[config.mk]
export PLATFORM = sky130hd
export DESIGN_NAME = keyword_lexer_unit
export DESIGN_NICKNAME = d
export VERILOG_FILES = /design/src/rtl/kwl_pkg.sv /design/src/rtl/keyword_lexer_unit.sv /design/src/rtl/kwl_front.sv /design/src/rtl/kwl_back.sv
export SDC_FILE = /design/constraint.sdc
export NUM_CORES = 1
export LEC_CHECK = 0
export ABC_AREA = 1
export BUFFER_PORTS_ARGS = -buffer_cell sky130_fd_sc_hd__buf_4
export CAP_MARGIN = 5
export CORE_MARGIN = 1
export CORE_UTILIZATION = 62
export DETAILED_ROUTE_END_ITERATION = 10
export HOLD_SLACK_MARGIN = 0.06
export PLACE_DENSITY_LB_ADDON = 0.25
export SYNTH_ARGS = -nofsm -noshare
export SYNTH_HDL_FRONTEND = slang
export SYNTH_SLANG_ARGS = --single-unit
[constraint.sdc]
create_clock -name clk -period 12.4 [get_ports clk]
set_clock_uncertainty 0.15 [all_clocks]
set_input_delay 1.24 -clock clk [delete_from_list [all_inputs] [get_ports clk]]
set_output_delay 1.24 -clock clk [all_outputs]
set_load 0.03 [all_outputs]
[src/rtl/kwl_pkg.sv]
// Package for the keyword lexer: token kinds, scan modes, character classes
// and the result record passed from the front to the back end.
// No dependencies.
`default_nettype none
package kwl_pkg;

	typedef enum logic [2:0] {
		M_IDLE    = 3'd0,
		M_INT     = 3'd1,
		M_FRAC    = 3'd2,
		M_WORD    = 3'd3,
		M_OPER    = 3'd4,
		M_STRING  = 3'd5,
		M_COMMENT = 3'd6,
		M_DROP    = 3'd7
	} mode_t;

	localparam logic [5:0] K_NUMBER = 6'd0;
	localparam logic [5:0] K_IF     = 6'd1;
	localparam logic [5:0] K_THEN   = 6'd2;
	localparam logic [5:0] K_ENDIF  = 6'd3;
	localparam logic [5:0] K_ELSE   = 6'd4;
	localparam logic [5:0] K_FOR    = 6'd5;
	localparam logic [5:0] K_IN     = 6'd6;
	localparam logic [5:0] K_ENDFOR = 6'd7;
	localparam logic [5:0] K_BOOL   = 6'd8;
	localparam logic [5:0] K_BEGIN  = 6'd9;
	localparam logic [5:0] K_END    = 6'd10;
	localparam logic [5:0] K_DEFINE = 6'd11;
	localparam logic [5:0] K_IDENT  = 6'd12;
	localparam logic [5:0] K_PLUS   = 6'd13;
	localparam logic [5:0] K_MINUS  = 6'd14;
	localparam logic [5:0] K_STAR   = 6'd15;
	localparam logic [5:0] K_SLASH  = 6'd16;
	localparam logic [5:0] K_MOD    = 6'd17;
	localparam logic [5:0] K_HAT    = 6'd18;
	localparam logic [5:0] K_INC    = 6'd19;
	localparam logic [5:0] K_DEC    = 6'd20;
	localparam logic [5:0] K_EQ     = 6'd21;
	localparam logic [5:0] K_LESS   = 6'd22;
	localparam logic [5:0] K_GREATER= 6'd23;
	localparam logic [5:0] K_LEQ    = 6'd24;
	localparam logic [5:0] K_GREQ   = 6'd25;
	localparam logic [5:0] K_NEQ    = 6'd26;
	localparam logic [5:0] K_AND    = 6'd27;
	localparam logic [5:0] K_OR     = 6'd28;
	localparam logic [5:0] K_NOT    = 6'd29;
	localparam logic [5:0] K_ASSIGN = 6'd30;
	localparam logic [5:0] K_LPAREN = 6'd31;
	localparam logic [5:0] K_RPAREN = 6'd32;
	localparam logic [5:0] K_COMMA  = 6'd33;
	localparam logic [5:0] K_STRING = 6'd34;
	localparam logic [5:0] K_COND   = 6'd35;
	localparam logic [5:0] K_COLON  = 6'd36;

	localparam logic [1:0] E_NONE     = 2'd0;
	localparam logic [1:0] E_BAD_OPER = 2'd1;
	localparam logic [1:0] E_UNEXP    = 2'd2;
	localparam logic [1:0] E_BAD_NUM  = 2'd3;

	// One result, as packed on the output tdata (highest field first)
	typedef struct packed {
		logic [1:0]  error_code;
		logic [15:0] start_position;
		logic [7:0]  text_length;
		logic        has_token;
		logic [5:0]  token_kind;
	} result_t;

	// Front-end output for one character: up to two results
	typedef struct packed {
		logic    two;
		result_t r1;
		result_t r0;
	} group_t;

	function automatic logic is_space(input logic [7:0] c);
		return (c == 8'd32) || (c >= 8'd9 && c <= 8'd13);
	endfunction

	function automatic logic is_digit(input logic [7:0] c);
		return c >= 8'h30 && c <= 8'h39;
	endfunction

	function automatic logic is_alpha(input logic [7:0] c);
		return (c >= 8'h61 && c <= 8'h7a) || (c >= 8'h41 && c <= 8'h5a);
	endfunction

	function automatic logic is_op(input logic [7:0] c);
		return c == "+" || c == "-" || c == "*" || c == "/" || c == "^" ||
			c == "%" || c == "=" || c == ">" || c == "<" || c == "!" ||
			c == "|" || c == "&";
	endfunction

	// Operator lookup on the first two characters; kind 0 means no match
	function automatic logic [5:0] oper_kind(input logic [15:0] s);
		logic [5:0] k;
		k = K_NUMBER;
		case (s)
			16'h002b: k = K_PLUS;
			16'h002d: k = K_MINUS;
			16'h002a: k = K_STAR;
			16'h002f: k = K_SLASH;
			16'h0025: k = K_MOD;
			16'h005e: k = K_HAT;
			16'h2b2b: k = K_INC;
			16'h2d2d: k = K_DEC;
			16'h3d3d: k = K_EQ;
			16'h003c: k = K_LESS;
			16'h003e: k = K_GREATER;
			16'h3c3d: k = K_LEQ;
			16'h3e3d: k = K_GREQ;
			16'h213d: k = K_NEQ;
			16'h2626: k = K_AND;
			16'h7c7c: k = K_OR;
			16'h0021: k = K_NOT;
			16'h003d: k = K_ASSIGN;
			default:  k = K_NUMBER;
		endcase
		return k;
	endfunction

	// Keyword lookup on a 64-bit right-aligned word buffer
	function automatic logic [5:0] word_kind(input logic [63:0] w);
		logic [5:0] k;
		k = K_IDENT;
		case (w)
			64'h4946:         k = K_IF;
			64'h5448454e:     k = K_THEN;
			64'h454e444946:   k = K_ENDIF;
			64'h454c5345:     k = K_ELSE;
			64'h464f52:       k = K_FOR;
			64'h494e:         k = K_IN;
			64'h454e44464f52: k = K_ENDFOR;
			64'h74727565:     k = K_BOOL;
			64'h66616c7365:   k = K_BOOL;
			64'h424547494e:   k = K_BEGIN;
			64'h454e44:       k = K_END;
			64'h444546494e45: k = K_DEFINE;
			default:          k = K_IDENT;
		endcase
		return k;
	endfunction

endpackage
`default_nettype wire

[src/rtl/keyword_lexer_unit.sv]
// Top level of the keyword lexer: character stream in, token stream out.
// Instantiates kwl_front and kwl_back; uses kwl_pkg.
//
//  channel | dir | tdata (low bit first)                      | tlast
//  s_axis  | in  | char_code[7:0]                             | end_of_input
//  m_axis  | out | kind[5:0] has len[7:0] start[15:0] err[1:0] | last result
//
// One character beat is taken per cycle while the queue has space; results are
// registered in the result queue before they reach m_axis. A character causing
// two results uses two output beats, set by the single output port of the four-entry result queue.
// Input is held off only while that queue is full. Reset clears the scan
// state and empties the queue.
`default_nettype none
module keyword_lexer_unit #(
	parameter int POSITION_BITS = 16,
	parameter int KEYWORD_CHARS = 6
) (
	input  wire logic        clk,
	input  wire logic        arst_n,
	input  wire logic        s_axis_tvalid,
	output logic             s_axis_tready,
	input  wire logic [7:0]  s_axis_tdata,   // char_code[7:0]
	input  wire logic        s_axis_tlast,
	output logic             m_axis_tvalid,
	input  wire logic        m_axis_tready,
	output logic [39:0]      m_axis_tdata,   // kind, has_token, length, start, error
	output logic             m_axis_tlast
);

	kwl_pkg::group_t  grp;
	kwl_pkg::result_t res;
	logic             grp_any, in_fire, space;

	assign s_axis_tready = space;
	assign in_fire = s_axis_tvalid && s_axis_tready;

	kwl_front #(.POSITION_BITS(POSITION_BITS), .KEYWORD_CHARS(KEYWORD_CHARS)) u_front (
		.clk(clk), .arst_n(arst_n), .in_fire(in_fire),
		.c(s_axis_tdata), .eoi(s_axis_tlast),
		.grp(grp), .grp_any(grp_any)
	);

	kwl_back u_back (
		.clk(clk), .arst_n(arst_n),
		.push(in_fire && grp_any), .push_grp(grp), .space(space),
		.out_valid(m_axis_tvalid), .out_ready(m_axis_tready),
		.out_res(res), .out_last(m_axis_tlast)
	);

	assign m_axis_tdata = {7'd0, res};

endmodule
`default_nettype wire

[src/rtl/kwl_front.sv]
// Front end of the keyword lexer: takes one character beat per cycle on in_fire,
// keeps the scan state and forms the results, up to two, it causes. Uses kwl_pkg.
`default_nettype none
module kwl_front #(
	parameter int POSITION_BITS = 16,
	parameter int KEYWORD_CHARS = 6
) (
	input  wire logic             clk,
	input  wire logic             arst_n,
	input  wire logic             in_fire,
	input  wire logic [7:0]       c,
	input  wire logic             eoi,
	output kwl_pkg::group_t       grp,
	output logic                  grp_any
);

	localparam int WB = 8 * KEYWORD_CHARS;

	kwl_pkg::mode_t          mode_q, mode_d;
	logic [WB-1:0]           word_q, word_d;
	logic                    wlong_q, wlong_d;
	logic [15:0]             opc_q, opc_d;
	logic                    olong_q, olong_d;
	logic [7:0]              len_q, len_d;
	logic [POSITION_BITS-1:0] start_q, start_d;
	logic [POSITION_BITS-1:0] pos_q;

	kwl_pkg::result_t        pend, tok, r0;
	logic                    have_pend, have_tok;
	logic                    oper_ok, num_legal;
	logic [7:0]              len_inc;
	logic [63:0]             word_ext;
	logic [5:0]              okind;

	always_comb begin
		word_ext = 64'(word_q);
		okind    = kwl_pkg::oper_kind(opc_q);
		oper_ok  = !olong_q && okind != kwl_pkg::K_NUMBER;
		len_inc  = (len_q == 8'd255) ? len_q : len_q + 8'd1;
		num_legal = kwl_pkg::is_space(c) || c == ")" || c == "," || c == ";" ||
			kwl_pkg::is_op(c);
	end

	// Pending-token result for the current mode
	always_comb begin
		pend = '0;
		pend.has_token      = 1'b1;
		pend.text_length    = len_q;
		pend.start_position = 16'(start_q);
		case (mode_q)
			kwl_pkg::M_INT, kwl_pkg::M_FRAC: pend.token_kind = kwl_pkg::K_NUMBER;
			kwl_pkg::M_WORD:   pend.token_kind = wlong_q ? kwl_pkg::K_IDENT
				: kwl_pkg::word_kind(word_ext);
			kwl_pkg::M_STRING: pend.token_kind = kwl_pkg::K_STRING;
			kwl_pkg::M_OPER: begin
				if (oper_ok) begin
					pend.token_kind = okind;
				end else begin
					pend.has_token  = 1'b0;
					pend.error_code = kwl_pkg::E_BAD_OPER;
				end
			end
			default: pend.token_kind = kwl_pkg::K_NUMBER;
		endcase
	end

	// Scan step: next state and results
	always_comb begin
		logic start_new;
		start_new = 1'b0;
		mode_d  = mode_q;
		word_d  = word_q;
		wlong_d = wlong_q;
		opc_d   = opc_q;
		olong_d = olong_q;
		len_d   = len_q;
		start_d = start_q;
		have_pend = 1'b0;
		have_tok  = 1'b0;
		tok = '0;
		r0 = '0;
		grp = '0;
		grp_any = 1'b0;

		if (eoi) begin
			have_pend = mode_q inside {kwl_pkg::M_INT, kwl_pkg::M_FRAC,
				kwl_pkg::M_WORD, kwl_pkg::M_OPER, kwl_pkg::M_STRING};
			have_tok = 1'b1;
			tok.token_kind = kwl_pkg::K_END;
			tok.has_token  = 1'b1;
			tok.start_position = 16'(pos_q);
			mode_d = kwl_pkg::M_IDLE;
		end else begin
			case (mode_q)
				kwl_pkg::M_DROP: mode_d = kwl_pkg::M_IDLE;
				kwl_pkg::M_COMMENT: if (c == 8'h0a) mode_d = kwl_pkg::M_IDLE;
				kwl_pkg::M_STRING: begin
					if (c == "\"") begin
						have_pend = 1'b1;
						mode_d = kwl_pkg::M_IDLE;
					end else begin
						len_d = len_inc;
					end
				end
				kwl_pkg::M_INT, kwl_pkg::M_FRAC: begin
					if (kwl_pkg::is_digit(c)) begin
						len_d = len_inc;
					end else if (c == "." && mode_q == kwl_pkg::M_INT) begin
						mode_d = kwl_pkg::M_FRAC;
						len_d = len_inc;
					end else begin
						have_pend = 1'b1;
						mode_d = kwl_pkg::M_IDLE;
						start_new = num_legal;
					end
				end
				kwl_pkg::M_WORD: begin
					if (kwl_pkg::is_alpha(c) || kwl_pkg::is_digit(c)) begin
						if (len_q < 8'(KEYWORD_CHARS))
							word_d = {word_q[WB-9:0], c};
						else
							wlong_d = 1'b1;
						len_d = len_inc;
					end else begin
						have_pend = 1'b1;
						start_new = 1'b1;
					end
				end
				kwl_pkg::M_OPER: begin
					if (kwl_pkg::is_op(c)) begin
						if (len_q < 8'd2)
							opc_d = {opc_q[7:0], c};
						else
							olong_d = 1'b1;
						len_d = len_inc;
					end else begin
						have_pend = 1'b1;
						mode_d = kwl_pkg::M_IDLE;
						start_new = oper_ok;
					end
				end
				default: start_new = 1'b1;
			endcase

			// Start of a new token from this character
			if (start_new) begin
				mode_d = kwl_pkg::M_IDLE;
				tok.has_token = 1'b1;
				tok.text_length = 8'd1;
				tok.start_position = 16'(pos_q);
				if (kwl_pkg::is_space(c)) begin
				end else if (c == "#") begin
					mode_d = kwl_pkg::M_COMMENT;
				end else if (kwl_pkg::is_digit(c)) begin
					mode_d = kwl_pkg::M_INT;
					len_d = 8'd1;
					start_d = pos_q;
				end else if (kwl_pkg::is_alpha(c)) begin
					mode_d = kwl_pkg::M_WORD;
					len_d = 8'd1;
					start_d = pos_q;
					word_d = WB'(c);
					wlong_d = 1'b0;
				end else if (kwl_pkg::is_op(c)) begin
					mode_d = kwl_pkg::M_OPER;
					len_d = 8'd1;
					start_d = pos_q;
					opc_d = {8'd0, c};
					olong_d = 1'b0;
				end else if (c == "\"") begin
					mode_d = kwl_pkg::M_STRING;
					len_d = 8'd0;
					start_d = pos_q + POSITION_BITS'(1);
				end else begin
					have_tok = 1'b1;
					case (c)
						"(": tok.token_kind = kwl_pkg::K_LPAREN;
						")": tok.token_kind = kwl_pkg::K_RPAREN;
						",": tok.token_kind = kwl_pkg::K_COMMA;
						"?": tok.token_kind = kwl_pkg::K_COND;
						":": tok.token_kind = kwl_pkg::K_COLON;
						";": tok.token_kind = kwl_pkg::K_END;
						default: begin
							tok.has_token = 1'b0;
							tok.error_code = kwl_pkg::E_UNEXP;
							mode_d = kwl_pkg::M_DROP;
						end
					endcase
				end
			end
		end

		r0 = pend;
		if (!eoi && (mode_q == kwl_pkg::M_INT || mode_q == kwl_pkg::M_FRAC) &&
			!num_legal)
			r0.error_code = kwl_pkg::E_BAD_NUM;
		if (have_pend) begin
			grp.r0 = r0;
			grp.r1 = tok;
			grp.two = have_tok;
		end else begin
			grp.r0 = tok;
		end
		grp_any = have_pend || have_tok;
	end

	// Hold scan state
	always_ff @(posedge clk or negedge arst_n) begin
		if (!arst_n) begin
			mode_q  <= kwl_pkg::M_IDLE;
			word_q  <= '0;
			wlong_q <= 1'b0;
			opc_q   <= '0;
			olong_q <= 1'b0;
			len_q   <= '0;
			start_q <= '0;
			pos_q   <= '0;
		end else if (in_fire) begin
			mode_q  <= mode_d;
			word_q  <= word_d;
			wlong_q <= wlong_d;
			opc_q   <= opc_d;
			olong_q <= olong_d;
			len_q   <= len_d;
			start_q <= start_d;
			if (!eoi)
				pos_q <= pos_q + POSITION_BITS'(1);
		end
	end

endmodule
`default_nettype wire

[src/rtl/kwl_back.sv]
// Back end of the keyword lexer: a short queue of result groups and the
// output stage that sends one result beat at a time. Uses kwl_pkg.
`default_nettype none
module kwl_back (
	input  wire logic        clk,
	input  wire logic        arst_n,
	input  wire logic        push,
	input  wire kwl_pkg::group_t push_grp,
	output logic             space,
	output logic             out_valid,
	input  wire logic        out_ready,
	output kwl_pkg::result_t out_res,
	output logic             out_last
);

	localparam int DEPTH = 4;

	kwl_pkg::group_t mem_q [DEPTH];
	logic [1:0] wr_q, rd_q;
	logic [2:0] cnt_q;
	logic       half_q;
	logic       pop, beat;
	kwl_pkg::group_t head;

	assign head      = mem_q[rd_q];
	assign out_valid = cnt_q != 3'd0;
	assign out_res   = half_q ? head.r1 : head.r0;
	assign out_last  = half_q || !head.two;
	assign beat      = out_valid && out_ready;
	assign pop       = beat && out_last;
	assign space     = cnt_q != 3'(DEPTH);

	// Store groups
	always_ff @(posedge clk) begin
		if (push)
			mem_q[wr_q] <= push_grp;
	end

	// Advance pointers and the half selector
	always_ff @(posedge clk or negedge arst_n) begin
		if (!arst_n) begin
			wr_q   <= '0;
			rd_q   <= '0;
			cnt_q  <= '0;
			half_q <= 1'b0;
		end else begin
			if (push)
				wr_q <= wr_q + 2'd1;
			if (pop)
				rd_q <= rd_q + 2'd1;
			cnt_q <= cnt_q + 3'(push) - 3'(pop);
			if (pop)
				half_q <= 1'b0;
			else if (beat)
				half_q <= 1'b1;
		end
	end

endmodule
`default_nettype wire

# Word-level counts from Yosys, hierarchy flattened
# Memories as Yosys holds them, arrays and structs flattened.
# Index checks and enable logic that the tools add are counted.
# classes
addsub	6
n_lt_le_gt_ge	10
eq_ne	66
mux	124
bitwise_logic	3
n_reduce_logical	50
# op_table
op	n
$mux W48	8
$mux W16	14
$eq A8 B6 Y1 const B	20
$eq A16 B6 Y1 const B	9
$eq A48 B31 Y1 const B	3
$eq A48 B39 Y1 const B	3
$eq A16 B14 Y1 const B	7
$mux W8	14
$mux W33	3
$eq A48 B15 Y1 const B	2
$eq A48 B23 Y1 const B	2
$eq A48 B47 Y1 const B	2
$pmux W5 S18	1
$mux W7	7
$pmux W4 S11	1
$mux W1	43
$mux W3	13
$pmux W6 S6	1
$mux W34	1
$pmux W8 S4	1
$mux W2	11
$logic_or A1 B1 Y1	21
$pmux W6 S3	1
$add A16 B1 Y16 const B	1
42 further kinds	70
# totals
reg_bits	117
mem_bits_rw	268
output_inout_bits	43
n_memories	1
# memory_table
memory	words	word_bits	read_ports	rd_ports_with_merged_regs	write_ports	line	text
u_back.mem_q	4	67	1	0	1	kwl_back.sv:18	kwl_pkg::group_t mem_q [DEPTH];

# Logic depth before layout (Yosys ltp)
# depth
ltp_word	23
ltp_mapped	22

# Hierarchy
# From an unflattened synthesis, not the netlist that was laid out.
# hier_totals
hier_cells	2329
area_unflattened_um2	20370.8
# modules_own_cells
mod	n_inst	cells_each	area_per_inst_um2
kwl_back	1	816	10830.4
kwl_front	1	1501	9466.6
keyword_lexer_unit	1	12	73.8

# Worst setup path after synthesis
# Ideal clock, no wire load.
# synth_path
path_kind	input to register
from	input s_axis_tdata[1]
to	memory u_back.mem_q[0][0] in the netlist's numbering (enable)
t_arrival_ns	5.246
required_ns	11.774
setup_slack_ns	6.527
cell_stages	14
path_cell_list	buf_2 > inv_2 > a21oi_2 > nor2_4 > inv_2 > nand2_2 > buf_4 > nor2_2 > nand2_1 > nor3_2 > nand2_1 > nand3_1 > nand2_1 > nor2_1
# synth_between
elab_chain_len	23
elab_cells_between_ends	74
cone_classes	order compare (8); eq/ne (19); mux (22); reduce/logical (25)
# synth_rtl
item	line	text
start, declared	keyword_lexer_unit.sv:22	input wire logic [7:0] s_axis_tdata,
$eq A8 B6 Y1	kwl_pkg.sv:90	return c == "+" || c == "-" || c == "*" || c == "/" || c == "^" ||
$logic_or A1 B1 Y1 (5 in a row)	kwl_pkg.sv:90	
$logic_or A1 B1 Y1 (5 in a row)	kwl_pkg.sv:91	c == "%" || c == "=" || c == ">" || c == "<" || c == "!" ||
$logic_or A1 B1 Y1	kwl_pkg.sv:92	c == "|" || c == "&";
$logic_or A1 B1 Y1 / $mux W1 (equally long branches)	kwl_front.sv:40, kwl_front.sv:164	
$mux W1, on equally long branches	kwl_front.sv:108, kwl_front.sv:158	
$mux W1, on equally long branches	kwl_front.sv:106, kwl_front.sv:154	
$pmux W1 S4 / $mux W1 (equally long branches)	kwl_front.sv:94, kwl_front.sv:152	
$mux W1, on equally long branches	kwl_front.sv:85, kwl_front.sv:151	
$mux W1	kwl_front.sv:146	if (start_new) begin
$mux W1	kwl_front.sv:85	if (eoi) begin
$logic_or A1 B1 Y1 *	kwl_front.sv:204	grp_any = have_pend || have_tok;
$logic_and A1 B1 Y1 *	keyword_lexer_unit.sv:45	.push(in_fire && grp_any), .push_grp(grp), .space(space),
$mux W1 *	kwl_back.sv:35	if (push)
$mux W1 (implied by the code) *	kwl_back.sv:36	mem_q[wr_q] <= push_grp;
end, declared	kwl_back.sv:18	
# Every way passes the cells marked *; elsewhere a longest branch is shown, timed or not. The select of a mux whose other input is x is not followed.

# Worst setup path after layout
# layout_path
from	input s_axis_tdata[6]
to	register u_back.cnt_q[2]
# layout_between
elab_chain_len	23
elab_cells_between_ends	74
cone_classes	add/sub (2); order compare (8); eq/ne (19); mux (20); reduce/logical (25)
# layout_rtl
item	line	text
$eq A8 B6 Y1	kwl_pkg.sv:90	
$logic_or A1 B1 Y1 (5 in a row)	kwl_pkg.sv:90	
$logic_or A1 B1 Y1 (5 in a row)	kwl_pkg.sv:91	
$logic_or A1 B1 Y1	kwl_pkg.sv:92	
$logic_or A1 B1 Y1 / $mux W1 (equally long branches)	kwl_front.sv:40, kwl_front.sv:164	
$mux W1, on equally long branches	kwl_front.sv:108, kwl_front.sv:158	
$mux W1, on equally long branches	kwl_front.sv:106, kwl_front.sv:154	
$pmux W1 S4 / $mux W1 (equally long branches)	kwl_front.sv:94, kwl_front.sv:152	
$mux W1, on equally long branches	kwl_front.sv:85, kwl_front.sv:151	
$mux W1	kwl_front.sv:146	
$mux W1	kwl_front.sv:85	
$logic_or A1 B1 Y1 *	kwl_front.sv:204	
$logic_and A1 B1 Y1 *	keyword_lexer_unit.sv:45	
$add A3 B1 Y3 *	kwl_back.sv:51	cnt_q <= cnt_q + 3'(push) - 3'(pop);
$sub A3 B1 Y3 *	kwl_back.sv:51	
end signal, assigned	kwl_back.sv:51	
end, declared	kwl_back.sv:20	logic [2:0] cnt_q;
# Marked as above.
# A chain may end at the register's enable or synchronous reset.

==> run_results.csv <==
group,metric,value,unit
layout,layout-drive-gt1-share,8.35,%
worst_hold_path,min_path_type,"reg2reg",
setup_path,cpMostUsedCell,"nand2_1",
power_and_ir_drop,p_leak,8.16,nW
synth,netlist_area,18100,um^2
grt,grt_max_degree,120,
setup_path,critPathRequiredTime,12.65,ns
timing,period_minus_slack,4.99,ns
layout,n_fill_cell,2240,
setup_path,path_cells,"buf_4 > inv_1 > nand2_1 > nor2_2 > inv_2 > nor2_4 > inv_2 > nand2_2 > inv_2 > nand2_1 > nand2_1 > nor2_1 > nand3_1 > nand2_1 > buf_4 > nand3_1 > nand2_1 > ha_1 > inv_1 > ha_1 > inv_1 > fa_1 > xnor2_1 > xor2_1",
synth,yosysMostFrequentCell,"nand2_1",
floorplan,die_h,173,um
synth,seq_area_frac_synth,55.5,%
detailed_routing,highest_layer,"met4",
setup_path,cp_slowest_cell,"buf_4",
floorplan,core_area,28700,um^2
job,maxCapViolCount,0,
timing,slew_violations,0,
timing,hold_violations,0,
clock_tree,cts_resized,0,
floorplan,io_pins,56,
grt,grt_use_total,28.9,%
layout,multiInputGateArea,6910,um^2
setup_path,setup.worst_path.class,"in2reg",
detailed_routing,routedWlPerCell,16.9,um
clock_tree,clock_tree.root_cell,"clkbuf_16",
clock_tree,clock_latency,0.53,ns
synth,synth_top_area_share,39.2,%
power_and_ir_drop,max-vdd-ir-drop,0.000163,V
layout,nets,2112,
timing,setup_ws,7.41,ns
setup_path,max_stage_delay,0.44,ns
layout,final_cell_area,19700,um^2
synth,synth_area_leaders,"edfxtp_1 39%, dfrtp_1 16%, nand2_1 8.0%",
clock_tree,htree_levels,2,
place,io_buffer_count,48,
floorplan,rows,62,
timing,worst_slew_pin_slew,1.12,ns
setup_path,start_kind,"input port",
detailed_routing,drtIter0Drc,1442,
timing,maxSlewHeadroom,25.4,%
place,dp.cells,2435,
clock_tree,clk_pin_slew,0.06,ns
run_status,outcome,"complete, no violations",
synth,synth_flop_cell,"edfxtp_1",
layout,area_growth,9.27,%
setup_path,crit_fanout,40,
clock_tree,cts-hold-fix-buffers,0,
clock_tree,cts_tree,"yes",
detailed_routing,drc,0,
place,gp_congestion,0.943,
timing,final.setup.tns,0,ns
setup_path,cp.arrival,5.24,ns
synth,synth_area_leader_cell,"edfxtp_1",
detailed_routing,route.met3.wl,1.96,mm
floorplan,initial_core_util,62.9,%
synth,synthArstFlopShare,33.1,%
synth,synthCells,2091,
place,hpwl,26.3,mm
place,placed_area,18600,um^2
floorplan,die_w,173,um
synth,ys_warn_count,0,
clock_tree,cts_buffers,37,
clock_tree,clock_sinks,353,
grt,grt_pass1_wl,69.7,mm
synth,synth_commonest_cells,"386 x nand2_1, 372 x nor2_1, 236 x edfxtp_1, 228 x o21ai_0, 175 x inv_1",
synth,synth_edf_count,236,
timing,maxClockFrequency,200,MHz
detailed_routing,ant_nets,0,
place,preCtsSetupSlack,6.93,ns
detailed_routing,met1_length,18.0,mm
grt,antenna_found_initial,0,
detailed_routing,routed_via_density,5.76,
detailed_routing,wl_met2,21.3,mm
detailed_routing,route.vias.total,14400,
layout,seq_area,10000,um^2
floorplan,die_area,29800,um^2
layout,antenna_cells,0,
timing,finalCritPeriodShare,40.2,%
setup_path,cp-end-kind,"flop",
synth,syn_avg_cell_area,8.64,um^2
detailed_routing,wl,42.3,mm
timing,rsz0062_at_grt,"false",
synth,synth-seq-cells,353,
layout,stdcell_count,2503,
clock_tree,post_cts_buffers,0,
power_and_ir_drop,powerDensity,264,nW/um^2
grt,grt.overflow.total,0,
clock_tree,max-clock-path-buffers,3,
timing,setup_violations,0,
grt,grt_pass1_vias,13800,
synth,yosysUniqueCellTypes,46,
detailed_routing,drtPass1Iterations,7,
per-layer routing:
metal / vias to the layer above / GRT usage, %
met5: - / 0
met4: 0 / 9.51
met3: 91 / 3.19
met2: 454 / 50.1
met1: 6795 / 38.1
li1: 7084 / -
worst max-delay path: cells and delay by family:
family,cells,cell delay [ns]
buf+inv,8,1.11
fa+ha+maj,3,0.85
xor+xnor,2,0.28
simple gates,11,1.73
registers in the layout, summed over array words and instances (netlist names), named ones only:
| register | cells |
|---|---|
| u_front.start_q | 16 |
| u_back.wr_q | 2 |
| u_back.mem_q | 236 |
| u_back.half_q | 1 |
| u_back.rd_q | 2 |
| u_back.cnt_q | 3 |
| u_front.wlong_q | 1 |
| u_front.olong_q | 1 |
| u_front.len_q | 8 |
| u_front.pos_q | 16 |
| u_front.mode_q | 3 |
| u_front.word_q | 48 |
| u_front.opc_q | 8 |
logic make-up after synthesis:
| group | Yosys count | synth area share, % |
|---|---|---|
| simple gates | 999 | 23.4 |
| compound gates | 400 | 12.4 |
| flops | 353 | 55.5 |
| buf+inv | 301 | 6.68 |
| xor+xnor | 28 | 1.36 |
| fa+ha+maj | 9 | 0.665 |
| other cells | 1 | 0.0208 |
path summary, 6_finish.rpt:
path	startpoint	to	slack (ns)	depth (start not counted)
setup reg to reg	u_front.mode_q[2]	u_back.cnt_q[2]	8.30	19
max in group asynchronous	arst_n	u_front.pos_q[5]	10.13	2
min in group asynchronous	arst_n	u_front.opc_q[14]	0.65	1
hold reg to reg	u_front.start_q[11]	u_front.start_q[11]	0.33	2
setup / recovery	s_axis_tdata[6]	u_back.cnt_q[2]	7.41	24
hold / removal	u_front.start_q[11]	u_front.start_q[11]	0.33	2
per-stage QoR:
| stage | utilization, % | hold WS (ns) | total power, mW |
|---|---|---|---|
| 6_report | 68.8 | 0.330 | 5.21 |
| 5_1_grt | 68.8 | 0.351 | 5.56 |
| 4_1_cts | 68.8 | 0.330 | 5.23 |
| 3_5_place_dp | 64.8 | 0.316 | 4.17 |
| 3_3_place_gp | 64.8 | 0.306 | 4.11 |
| 2_1_floorplan | - | 0.292 | 3.53 |
report_power, final:
part | leakage [nW] | switching (mW) | internal [mW] | total [mW]
clock | 0.553 | 0.444 | 0.599 | 1.04
sequential | 3.71 | 0.239 | 1.72 | 1.96
combinational | 3.90 | 1.55 | 0.659 | 2.21
cells in the final DEF, fill, tap and decap left out, types with 52 or more instances in the layout:
cell	instances
o22ai_1	71
nor2_1	368
dfrtp_1	115
nor3_1	52
o21ai_0	228
buf_4	62
nand2_1	386
inv_1	173
nand3_1	108
edfxtp_1	236
area by class of cell:
cell class | count | area share [%]
clock buffer | 49 | 4.92
tap | 384 | 2.43
multi-input combinational | 1443 | 35.0
sequential | 353 | 50.8
inverter | 193 | 3.67
timing repair buffer | 62 | 2.36
clock inverter | 19 | 0.843
No activity file was read; power rests on OpenSTA's default activity.
